--- config.mk ---
export PLATFORM = sky130hd
export DESIGN_NAME = pdq_alu
export DESIGN_NICKNAME = d
export VERILOG_FILES = /design/src/rtl/core/pdq_pkg.sv /design/src/rtl/core/pdq_alu.sv
export SDC_FILE = /design/constraint.sdc
export NUM_CORES = 2
export LEC_CHECK = 0
export ABC_CLOCK_PERIOD_IN_PS = 10500
export BUFFER_PORTS_ARGS = -buffer_cell sky130_fd_sc_hd__buf_2
export CAP_MARGIN = 20
export CORE_AREA = 2 2 437 439
export DETAILED_ROUTE_END_ITERATION = 7
export DIE_AREA = 0 0 439 441
export GPL_TIMING_DRIVEN = 0
export PLACE_DENSITY = 0.48
export SLEW_MARGIN = 10
export SYNTH_ARGS = -nofsm -noshare
export SYNTH_HDL_FRONTEND = slang
export SYNTH_SLANG_ARGS = --single-unit
export TNS_END_PERCENT = 5
--- constraint.sdc ---
create_clock -name clk -period 10.5 [get_ports clk]
set_clock_uncertainty 0.2 [all_clocks]
set_input_delay 0.525 -clock clk [delete_from_list [all_inputs] [get_ports clk]]
set_output_delay 0.525 -clock clk [all_outputs]
set_load 0.02 [all_outputs]
--- src/rtl/core/pdq_pkg.sv ---
// Shared types, constants and the step microprogram of the PMSM dq RK4 emulator.
// Used by pdq_alu and pmsm_dq_rk4_step; depends on nothing else.
package pdq_pkg;

	localparam int WORD   = 48;
	localparam int FRAC   = 24;
	localparam int HALF_W = WORD / 2;
	localparam int DIVW   = WORD + FRAC;
	localparam int CFGW   = 47;

	typedef logic signed [WORD-1:0] word_t;

	localparam word_t WMAX = word_t'({1'b0, {(WORD-1){1'b1}}});
	localparam word_t WMIN = word_t'({1'b1, {(WORD-1){1'b0}}});

	// Fixed-point constants in Q24.24.
	localparam word_t C_TH15  = word_t'(64'd3 << (FRAC - 1));
	localparam word_t C_SIX   = word_t'(64'd6 << FRAC);
	localparam word_t C_HALF  = word_t'(64'd1 << (FRAC - 1));
	localparam word_t C_TWOPI = word_t'(64'd105414357);

	// Configuration register indexes.
	localparam logic [3:0] CFG_POLE_PAIRS = 4'd0;
	localparam logic [3:0] CFG_RS         = 4'd1;
	localparam logic [3:0] CFG_LD         = 4'd2;
	localparam logic [3:0] CFG_LQ         = 4'd3;
	localparam logic [3:0] CFG_PHI        = 4'd4;
	localparam logic [3:0] CFG_JINV       = 4'd5;
	localparam logic [3:0] CFG_FB         = 4'd6;
	localparam logic [3:0] CFG_TS         = 4'd7;

	typedef enum logic [2:0] {
		OP_ADD, OP_SUB, OP_MUL, OP_DIV, OP_WHI, OP_WLO, OP_LOOP, OP_END
	} op_t;

	typedef struct packed {
		op_t        op;
		logic [5:0] dst;
		logic [5:0] a;
		logic [5:0] b;
	} instr_t;

	typedef struct packed {
		logic start;
		op_t  op;
	} alu_req_t;

	typedef struct packed {
		logic  done;
		word_t result;
	} alu_rsp_t;

	// Operand codes. Codes below 32 address the scratch memory.
	localparam logic [5:0] T_HH   = 6'd0;
	localparam logic [5:0] T_SH   = 6'd1;
	localparam logic [5:0] T_LMQ  = 6'd2;
	localparam logic [5:0] T_PK   = 6'd3;
	localparam logic [5:0] T_XD   = 6'd4;
	localparam logic [5:0] T_XQ   = 6'd5;
	localparam logic [5:0] T_XW   = 6'd6;
	localparam logic [5:0] K_BASE = 6'd8;
	localparam logic [5:0] T_A    = 6'd24;
	localparam logic [5:0] T_B    = 6'd25;
	localparam logic [5:0] R_ID    = 6'd32;
	localparam logic [5:0] R_IQ    = 6'd33;
	localparam logic [5:0] R_WM    = 6'd34;
	localparam logic [5:0] R_TH    = 6'd35;
	localparam logic [5:0] R_VD    = 6'd36;
	localparam logic [5:0] R_VQ    = 6'd37;
	localparam logic [5:0] R_TL    = 6'd38;
	localparam logic [5:0] R_RS    = 6'd39;
	localparam logic [5:0] R_LD    = 6'd40;
	localparam logic [5:0] R_LQ    = 6'd41;
	localparam logic [5:0] R_PHI   = 6'd42;
	localparam logic [5:0] R_JINV  = 6'd43;
	localparam logic [5:0] R_FB    = 6'd44;
	localparam logic [5:0] R_TS    = 6'd45;
	localparam logic [5:0] R_PP    = 6'd46;
	localparam logic [5:0] R_TH15  = 6'd47;
	localparam logic [5:0] R_TWOPI = 6'd48;
	localparam logic [5:0] R_SIX   = 6'd49;
	localparam logic [5:0] R_HALF  = 6'd50;
	localparam logic [5:0] R_TE    = 6'd51;
	// Codes that depend on the derivative pass.
	localparam logic [5:0] I_XD = 6'd52;
	localparam logic [5:0] I_XQ = 6'd53;
	localparam logic [5:0] I_XW = 6'd54;
	localparam logic [5:0] I_KD = 6'd55;
	localparam logic [5:0] I_KQ = 6'd56;
	localparam logic [5:0] I_KW = 6'd57;
	localparam logic [5:0] I_KT = 6'd58;
	localparam logic [5:0] I_H  = 6'd59;

	localparam logic [6:0] LOOP_PC = 7'd4;

	function automatic instr_t ins(op_t op, logic [5:0] d, logic [5:0] a, logic [5:0] b);
		instr_t i;
		i.op  = op;
		i.dst = d;
		i.a   = a;
		i.b   = b;
		return i;
	endfunction

	// Slot of derivative component c of pass p.
	function automatic logic [5:0] kslot(logic [1:0] p, logic [1:0] c);
		return K_BASE + {2'b00, p, 2'b00} + {4'b0000, c};
	endfunction

	function automatic logic [5:0] resolve(logic [5:0] code, logic [1:0] pass);
		logic [5:0] r;
		unique case (code)
			I_XD:    r = (pass == 2'd0) ? R_ID : T_XD;
			I_XQ:    r = (pass == 2'd0) ? R_IQ : T_XQ;
			I_XW:    r = (pass == 2'd0) ? R_WM : T_XW;
			I_KD:    r = kslot(pass, 2'd0);
			I_KQ:    r = kslot(pass, 2'd1);
			I_KW:    r = kslot(pass, 2'd2);
			I_KT:    r = kslot(pass, 2'd3);
			I_H:     r = (pass == 2'd2) ? R_TS : T_HH;
			default: r = code;
		endcase
		return r;
	endfunction

	// The microprogram: precompute, four derivative passes with the
	// intermediate states, the weighted sum, the angle wrap and the torque.
	function automatic instr_t prog(logic [6:0] pc);
		instr_t i;
		case (pc)
			7'd0:  i = ins(OP_MUL, T_HH, R_HALF, R_TS);
			7'd1:  i = ins(OP_DIV, T_SH, R_TS, R_SIX);
			7'd2:  i = ins(OP_SUB, T_LMQ, R_LD, R_LQ);
			7'd3:  i = ins(OP_MUL, T_PK, R_TH15, R_PP);
			7'd4:  i = ins(OP_MUL, I_KT, R_PP, I_XW);
			7'd5:  i = ins(OP_MUL, T_A, R_RS, I_XD);
			7'd6:  i = ins(OP_SUB, T_A, R_VD, T_A);
			7'd7:  i = ins(OP_MUL, T_B, I_KT, R_LQ);
			7'd8:  i = ins(OP_MUL, T_B, T_B, I_XQ);
			7'd9:  i = ins(OP_ADD, T_A, T_A, T_B);
			7'd10: i = ins(OP_DIV, I_KD, T_A, R_LD);
			7'd11: i = ins(OP_MUL, T_A, R_RS, I_XQ);
			7'd12: i = ins(OP_SUB, T_A, R_VQ, T_A);
			7'd13: i = ins(OP_MUL, T_B, R_LD, I_XD);
			7'd14: i = ins(OP_ADD, T_B, T_B, R_PHI);
			7'd15: i = ins(OP_MUL, T_B, I_KT, T_B);
			7'd16: i = ins(OP_SUB, T_A, T_A, T_B);
			7'd17: i = ins(OP_DIV, I_KQ, T_A, R_LQ);
			7'd18: i = ins(OP_MUL, T_A, R_PHI, I_XQ);
			7'd19: i = ins(OP_MUL, T_B, T_LMQ, I_XD);
			7'd20: i = ins(OP_MUL, T_B, T_B, I_XQ);
			7'd21: i = ins(OP_ADD, T_A, T_A, T_B);
			7'd22: i = ins(OP_MUL, T_A, T_PK, T_A);
			7'd23: i = ins(OP_SUB, T_A, T_A, R_TL);
			7'd24: i = ins(OP_MUL, T_B, R_FB, I_XW);
			7'd25: i = ins(OP_SUB, T_A, T_A, T_B);
			7'd26: i = ins(OP_MUL, I_KW, T_A, R_JINV);
			7'd27: i = ins(OP_MUL, T_XD, I_H, I_KD);
			7'd28: i = ins(OP_ADD, T_XD, R_ID, T_XD);
			7'd29: i = ins(OP_MUL, T_XQ, I_H, I_KQ);
			7'd30: i = ins(OP_ADD, T_XQ, R_IQ, T_XQ);
			7'd31: i = ins(OP_MUL, T_XW, I_H, I_KW);
			7'd32: i = ins(OP_ADD, T_XW, R_WM, T_XW);
			7'd33: i = ins(OP_LOOP, T_A, T_A, T_A);
			7'd34: i = ins(OP_ADD, T_A, kslot(2'd1, 2'd0), kslot(2'd1, 2'd0));
			7'd35: i = ins(OP_ADD, T_A, kslot(2'd0, 2'd0), T_A);
			7'd36: i = ins(OP_ADD, T_B, kslot(2'd2, 2'd0), kslot(2'd2, 2'd0));
			7'd37: i = ins(OP_ADD, T_A, T_A, T_B);
			7'd38: i = ins(OP_ADD, T_A, T_A, kslot(2'd3, 2'd0));
			7'd39: i = ins(OP_MUL, T_A, T_SH, T_A);
			7'd40: i = ins(OP_ADD, R_ID, R_ID, T_A);
			7'd41: i = ins(OP_ADD, T_A, kslot(2'd1, 2'd1), kslot(2'd1, 2'd1));
			7'd42: i = ins(OP_ADD, T_A, kslot(2'd0, 2'd1), T_A);
			7'd43: i = ins(OP_ADD, T_B, kslot(2'd2, 2'd1), kslot(2'd2, 2'd1));
			7'd44: i = ins(OP_ADD, T_A, T_A, T_B);
			7'd45: i = ins(OP_ADD, T_A, T_A, kslot(2'd3, 2'd1));
			7'd46: i = ins(OP_MUL, T_A, T_SH, T_A);
			7'd47: i = ins(OP_ADD, R_IQ, R_IQ, T_A);
			7'd48: i = ins(OP_ADD, T_A, kslot(2'd1, 2'd2), kslot(2'd1, 2'd2));
			7'd49: i = ins(OP_ADD, T_A, kslot(2'd0, 2'd2), T_A);
			7'd50: i = ins(OP_ADD, T_B, kslot(2'd2, 2'd2), kslot(2'd2, 2'd2));
			7'd51: i = ins(OP_ADD, T_A, T_A, T_B);
			7'd52: i = ins(OP_ADD, T_A, T_A, kslot(2'd3, 2'd2));
			7'd53: i = ins(OP_MUL, T_A, T_SH, T_A);
			7'd54: i = ins(OP_ADD, R_WM, R_WM, T_A);
			7'd55: i = ins(OP_ADD, T_A, kslot(2'd1, 2'd3), kslot(2'd1, 2'd3));
			7'd56: i = ins(OP_ADD, T_A, kslot(2'd0, 2'd3), T_A);
			7'd57: i = ins(OP_ADD, T_B, kslot(2'd2, 2'd3), kslot(2'd2, 2'd3));
			7'd58: i = ins(OP_ADD, T_A, T_A, T_B);
			7'd59: i = ins(OP_ADD, T_A, T_A, kslot(2'd3, 2'd3));
			7'd60: i = ins(OP_MUL, T_A, T_SH, T_A);
			7'd61: i = ins(OP_ADD, R_TH, R_TH, T_A);
			7'd62: i = ins(OP_WHI, R_TH, R_TH, R_TWOPI);
			7'd63: i = ins(OP_WLO, R_TH, R_TH, R_TWOPI);
			7'd64: i = ins(OP_MUL, T_A, R_PHI, R_IQ);
			7'd65: i = ins(OP_MUL, T_B, T_LMQ, R_ID);
			7'd66: i = ins(OP_MUL, T_B, T_B, R_IQ);
			7'd67: i = ins(OP_ADD, T_A, T_A, T_B);
			7'd68: i = ins(OP_MUL, R_TE, T_PK, T_A);
			default: i = ins(OP_END, T_A, T_A, T_A);
		endcase
		return i;
	endfunction

endpackage

--- src/rtl/core/pdq_alu.sv ---
// Shared saturating arithmetic unit: add, subtract, angle wrap steps,
// a 48x48 multiplier summing four 24x24 partial products and a bit-serial divider.
// Depends on pdq_pkg.
module pdq_alu (
	input  logic              clk,
	input  logic              arst_n,
	input  pdq_pkg::alu_req_t req,
	input  pdq_pkg::word_t    a,
	input  pdq_pkg::word_t    b,
	output pdq_pkg::alu_rsp_t rsp
);
	import pdq_pkg::*;

	typedef enum logic [1:0] {ST_IDLE, ST_MUL, ST_DIV, ST_FIN} alu_state_t;

	alu_state_t           st_q;
	logic                 done_q;
	word_t                res_q;
	logic                 neg_q;
	logic                 is_div_q;
	logic [WORD-1:0]      xm_q, ym_q, dm_q, rem_q;
	logic [2*WORD-1:0]    acc_q;
	logic [DIVW-1:0]      div_q;
	logic [6:0]           cnt_q;

	word_t                addend, add_sat, add_res;
	logic [WORD:0]        sum;
	logic [WORD-1:0]      am, bm;
	logic [HALF_W-1:0]    xp, yp;
	logic [WORD-1:0]      pp;
	logic [2*WORD-1:0]    psh;
	logic [WORD:0]        remsh;
	logic                 ge;

	function automatic word_t sneg(word_t v);
		return (v == WMIN || v == WMIN + word_t'(1)) ? WMAX : -v;
	endfunction

	function automatic word_t sat_mag(logic neg, logic [DIVW-1:0] m);
		logic [DIVW-1:0] lim;
		logic [WORD-1:0] low;
		lim = DIVW'(WMAX) + DIVW'(neg);
		low = m[WORD-1:0];
		if (m > lim) begin
			return neg ? WMIN : WMAX;
		end
		return neg ? word_t'(-low) : word_t'(low);
	endfunction

	always_comb begin
		addend = (req.op == OP_SUB || req.op == OP_WHI) ? sneg(b) : b;
		sum = {a[WORD-1], a} + {addend[WORD-1], addend};
		if (sum[WORD] != sum[WORD-1]) begin
			add_sat = sum[WORD] ? WMIN : WMAX;
		end else begin
			add_sat = word_t'(sum[WORD-1:0]);
		end
		case (req.op)
			OP_WHI:  add_res = (a > b) ? add_sat : a;
			OP_WLO:  add_res = sum[WORD] ? add_sat : a;
			default: add_res = add_sat;
		endcase
		am = a[WORD-1] ? WORD'(-a) : WORD'(a);
		bm = b[WORD-1] ? WORD'(-b) : WORD'(b);

		xp = cnt_q[1] ? xm_q[WORD-1:HALF_W] : xm_q[HALF_W-1:0];
		yp = cnt_q[0] ? ym_q[WORD-1:HALF_W] : ym_q[HALF_W-1:0];
		pp = xp * yp;
		case (cnt_q[1:0])
			2'd0:    psh = {{WORD{1'b0}}, pp};
			2'd3:    psh = {pp, {WORD{1'b0}}};
			default: psh = {{HALF_W{1'b0}}, pp, {HALF_W{1'b0}}};
		endcase

		remsh = {rem_q, div_q[DIVW-1]};
		ge = remsh >= {1'b0, dm_q};
	end

	always_ff @(posedge clk or negedge arst_n) begin
		if (!arst_n) begin
			st_q   <= ST_IDLE;
			done_q <= 1'b0;
		end else begin
			unique case (st_q)
				ST_IDLE: begin
					if (req.start) begin
						case (req.op)
							OP_MUL: begin
								xm_q   <= am;
								ym_q   <= bm;
								neg_q  <= a[WORD-1] ^ b[WORD-1];
								acc_q  <= '0;
								cnt_q  <= '0;
								done_q <= 1'b0;
								st_q   <= ST_MUL;
							end
							OP_DIV: begin
								if (am == '0) begin
									res_q  <= '0;
									done_q <= 1'b1;
								end else if (bm == '0) begin
									res_q  <= a[WORD-1] ? WMIN : WMAX;
									done_q <= 1'b1;
								end else begin
									div_q  <= {am, {FRAC{1'b0}}};
									rem_q  <= '0;
									dm_q   <= bm;
									neg_q  <= a[WORD-1] ^ b[WORD-1];
									cnt_q  <= '0;
									done_q <= 1'b0;
									st_q   <= ST_DIV;
								end
							end
							default: begin
								res_q  <= add_res;
								done_q <= 1'b1;
							end
						endcase
					end else begin
						done_q <= 1'b0;
					end
				end
				ST_MUL: begin
					acc_q <= acc_q + psh;
					cnt_q <= cnt_q + 7'd1;
					if (cnt_q == 7'd3) begin
						is_div_q <= 1'b0;
						st_q     <= ST_FIN;
					end
				end
				ST_DIV: begin
					rem_q <= ge ? WORD'(remsh - {1'b0, dm_q}) : remsh[WORD-1:0];
					div_q <= {div_q[DIVW-2:0], ge};
					cnt_q <= cnt_q + 7'd1;
					if (cnt_q == 7'(DIVW - 1)) begin
						is_div_q <= 1'b1;
						st_q     <= ST_FIN;
					end
				end
				ST_FIN: begin
					res_q  <= sat_mag(neg_q, is_div_q ? div_q : acc_q[2*WORD-1:FRAC]);
					done_q <= 1'b1;
					st_q   <= ST_IDLE;
				end
				default: st_q <= ST_IDLE;
			endcase
		end
	end

	assign rsp.done   = done_q;
	assign rsp.result = res_q;

endmodule

======== After elaboration in Yosys (flattened, before gate mapping) ========
Cells that the tools add are included.
word-level totals
  latch bits .............................. 0
  ROM bits ................................ 0
  output and inout bits ................... 49
  memories ................................ 0
  register bits after elaboration ......... 420
  bits in writable memories ............... 0
  bits of input ports ..................... 102
  word-level logic and storage cells ...... 139
cells by class
  multipliers ............................. 1
  equality and inequality tests ........... 28
  reductions and logical operators ........ 22
  shift-type cells ........................ 0
  bitwise gates (word level) .............. 3
  divide/modulo/power cells ............... 0
  $lt $le $gt $ge ......................... 3
  muxes and demuxes ....................... 62
  add/subtract/negate cells ............... 8
operators by type and width
  cell                   count
  $mux 48                21
  $pmux 48 s2            4
  $pmux 96 s2            2
  $mux 72                5
  $mux 96                2
  $neg 48->48            3
  $pmux 72 s2            1
  $add 96x96->96         1
  $eq 48x48->1 const B   2
  $logic_not 48->1       2
  $gt 72x48->1           1
  $add 48x48->49         1
  $ge 49x48->1           1
  $add 47x1->48 const A  1
  $gt 48x48->1           1
  $mul 24x24->48         1
  $mux 24                2
  $sub 48x48->48         1
  $reduce_and 6->1       5
  $pmux 7 s2             2
  $mux 7                 3
  $ne 2x2->1 const B     8
  $reduce_and 4->1       3
  $reduce_bool 2->1      6
  other kinds (24)       48

======== Longest topological paths before layout ========
  depth after elaboration ................. 12
  mapped depth ............................ 45
  gate-level depth less buffers ........... 40

======== Worst setup path after synthesis ========
Ideal clock, no wire load.
  path type ............................... flip-flop to flip-flop
  from .................................... register cnt_q[1]
  to ...................................... register acc_q[75] (data pin)
  buffers on the path ..................... 5
  stages on the path, launching flop included .. 41
  required time ........................... 10.034 ns
  library setup time ...................... 0.266 ns
  clock period less this slack ............ 11.202 ns
  path slack .............................. -0.702 ns
  data arrival time ....................... 10.736 ns
  cell sequence ........................... edfxtp_1 -> clkbuf_1 -> clkbuf_1 -> clkbuf_1 -> mux2i_1 -> clkbuf_1 -> nor2_1 -> fa_1 -> fa_1 -> fa_1 -> fa_1 -> fa_1 -> fa_1 -> inv_1 -> fa_1 -> inv_1 -> ha_1 -> a21oi_1 -> [5 not listed] -> a21o_1 -> a21o_1 -> a311oi_1 -> xnor2_1 -> a22o_1 -> ha_1 -> clkbuf_1 -> nand3_1 -> nor3_1 -> a221o_1 -> a41o_1 -> and3_1 -> a211oi_1 -> or4_1 -> a21o_1 -> o311ai_0 -> xnor2_1 -> nor2_1
between the ends
  longest elaborated chain between the ends .. 5
  elaborated cells on any way between the ends .. 7
  those cells by class .................... add/sub (1); mul (1); eq/ne (1); mux (3); reduce/logical (1)
RTL lines
  what                    RTL line        text
  start, declared         pdq_alu.sv:24   logic [6:0] cnt_q;
  start signal, assigned  pdq_alu.sv:125  cnt_q <= cnt_q + 7'd1;
  start signal, assigned  pdq_alu.sv:134  cnt_q <= cnt_q + 7'd1;
  $mux 24                 pdq_alu.sv:66   xp = cnt_q[1] ? xm_q[WORD-1:HALF_W] : xm_q[HALF_W-1:0];
  $mul 24x24->48          pdq_alu.sv:68   pp = xp * yp;
  $pmux 96 s2 *           pdq_alu.sv:69   case (cnt_q[1:0])
  $add 96x96->96 *        pdq_alu.sv:124  acc_q <= acc_q + psh;
  $pmux 96 s2 *           pdq_alu.sv:84   unique case (st_q)
  end signal, assigned    pdq_alu.sv:124
  end, declared           pdq_alu.sv:22   logic [2*WORD-1:0] acc_q;
Every way passes the cells marked *; elsewhere a longest branch is shown, timed or not.
A chain may end at the register's enable or synchronous reset.

======== Worst setup path in the final report ========
  from .................................... register cnt_q[1]
  to ...................................... register acc_q[87] (data pin)
Same word-level chain as after synthesis.

==> reports/results.ini <==
[routing]
wl_met2_mm = 111
num_vias = 52100
first_pass_iters = 6
drt-total-wl_mm = 244
top_layer_used = met5
post_drt_wl_per_cell_um = 25.7
initialDrtViolationCount = 5059
drc = 0
viasPerCell = 5.49
wl_met1_mm = 104
postRouteAntennaNets = 0
dr_wl_met3_mm = 17.5

[synth]
yosysWarnings = 0
async_flop_share_pct = 0.714
yosys_most_used_dff = edfxtp_1
synth_edf_count = 417
synth_top_area_share_pct = 22.2
yosysSeqAreaShare_pct = 22.4
synth_area_um2 = 56300
ys_types = 88
ys_top_cells_by_area = edfxtp_1 (22%), fa_1 (17%), ha_1 (11%), inv_1 (5.1%), nand2_1 (4.7%)
syn_avg_cell_area_um2 = 8.60
synth_seq_cells = 420
synthesis.nets = 7611
synth_common_cells = inv_1 (758), nand2_1 (699), nor2_1 (639), fa_1 (485), ha_1 (475)
yosysTopAreaCell = edfxtp_1
synthCells = 6549
synth.most_common_cell = inv_1

[worst_setup_path]
start_kind = flip-flop
critPathArrivalTime_ns = 11.25
worstPathMaxFanout = 10
slowest_delay_ns = 0.59
cp_slowest_cell = fa_2
crit_top_cell = fa_1
crit_type = flip-flop to flip-flop
end_kind = flip-flop
cp_data_required_time_ns = 10.73
r2r_cells = 44

[clock_tree]
cts.sinks = 420
cts_buffers = 54
clk_latency_ns = 0.71
htree_levels = 2
cts-root-buf = clkbuf_16
path_clk_slew_ns = 0.06
cts_buffer_depth = 3
cts_tree = built

[sta]
fmax_mhz = 90.8
tightest_slew_ns = 1.24
grt_setup_unrepaired = yes
slew_violations = 0
hold_viol = 0
slew_headroom_pct = 16.3
period_needed_ns = 11.02
setup_violations = 41
fin_crit_sh_pct = 105
setup_ws_ns = -0.519

[die]
start_util_pct = 29.8
chipWidth_um = 439
dieHeight_um = 441
core_um2 = 189000
rows = 160
die_area_um2 = 194000
ios = 151

[final_layout]
drive_gt1_share_pct = 13.9
layout.nets = 7991
fin_area_um2 = 67300
syn_to_final_growth_pct = 19.5
stdcell_count = 9492

[run]
maxCapViolations = 0

[placed_design]
place_congestion = 0.992
dp.final_hpwl_mm = 197
place_inst = 9220
dpl-instance-area_um2 = 60800
io_buffers = 131

[run_status]
violations = setup timing
status = complete, but fails checks

[global_route]
antenna_found_initial = 11
grt_overflow = 0
grt_first_pass_wirelength_mm = 356
grt_usage_pct = 24.9
grt_start_max_net_pins = 59
grt_pass1_vias = 51500

[min_path]
whs_path_depth = 3
hold_class = input pin to flip-flop

[critical path: cells and delay by family, from the launching register on]
| kind | cells | cell delay [ns] |
|---|---|---|
| AND/OR/NAND/NOR | 9 | 1.58 |
| AO/OA/AOI/OAI | 12 | 2.43 |
| adder cells (fa/ha/maj) | 9 | 4.19 |
| multiplexers | 2 | 0.46 |
| buffers and inverters | 11 | 1.28 |
| XOR/XNOR | 1 | 0.22 |
| flip-flops | 1 | 0.39 |
[path summary, 6_finish.rpt]
kind / start / end / slack [ns]
worst max-delay path: cnt_q[1]$_SDFFCE_PN0P_ / acc_q[87]$_SDFFCE_PN0P_ / -0.52
worst min-delay path: req[3] / done_q$_DFFE_PN0N_ / 0.05
worst max register to register: cnt_q[1]$_SDFFCE_PN0P_ / acc_q[87]$_SDFFCE_PN0P_ / -0.52
worst min register to register: div_q[21]$_SDFFCE_PN0P_ / div_q[22]$_SDFFCE_PN0P_ / 0.36
max in group asynchronous: arst_n / st_q[1]$_DFFE_PN0P_ / 9.80
min in group asynchronous: arst_n / st_q[0]$_DFFE_PN0P_ / 0.12
[through the flow]
step	hold slack, ns	util, %	TNS [ns]	setup slack [ns]
6_report	0.0504	35.6	-13.42	-0.519
5_1_grt	0.0649	35.6	-29.19	-0.805
4_1_cts	0.00529	35.2	-10.24	-0.443
3_5_place_dp	0.184	32.1	-152.84	-3.23
3_3_place_gp	0.177	31.8	-198.46	-3.32
2_1_floorplan	0.0294	-	0	0.0180
[cells by family after synthesis]
logic type                 count (synthesis)  synth area share, %
xor gates and xnor gates                 297                 4.62
muxes                                    202                 3.85
buffers and inverters                   1096                 7.38
DFF                                      420                 22.4
AOI/OAI and AO/OA                       1465                 16.7
adders and majority gates                960                 27.8
and+or+nand+nor                         2109                 17.3
[cell usage in the layout (no fill, tap or decap), types with 96 or more instances in the layout]
master,netlist,final
a21o_1,204,202
buf_4,2,149
a21oi_1,403,385
nand2_1,699,686
fa_1,485,466
nand3_1,117,112
edfxtp_1,417,417
nor2_1,639,627
ha_1,475,442
nor3_1,113,101
buf_2,9,142
and2_1,97,96
nand4_1,106,106
xnor2_1,201,185
o21ai_0,339,316
clkbuf_1,307,223
inv_1,758,730
[routing by layer]
metal	vias to the layer above	global-route usage, %
li1	23500	-
met3	463	3.95
met4	6	9.78
met5	-	0
met2	2091	40.1
met1	26100	33.2
[timing repair]
action	CTS	global route
pin swaps	136	74
cloned	8	1
buffers inserted	141	25
endpoints found under the hold margin	4	0
gates resized for setup	539	106
hold buffers	2	0
setup endpoints to repair	72	65
[sequential cells by signal, indices dropped and copies added (netlist names), 7 cells and up]
signal,flops
acc_q,96
cnt_q,7
div_q,72
dm_q,48
rem_q,48
res_q,48
xm_q,48
ym_q,48
[cell type report]
type | count | area [µm²]
Fill cell | 19500 | 122000
Multi-Input combinational cell | 5033 | 41600
Buffer | 319 | 2330
Clock inverter | 35 | 497
Tap cell | 2511 | 3140
Timing Repair Buffer | 338 | 2820
Antenna cell | 8 | 20.0
Clock buffer | 65 | 1390
Inverter | 763 | 2860
Sequential cell | 420 | 12600
Power is left out: the tool's default activity adds up to more than one toggle a clock period on the data nets, which glitch-free logic cannot reach.
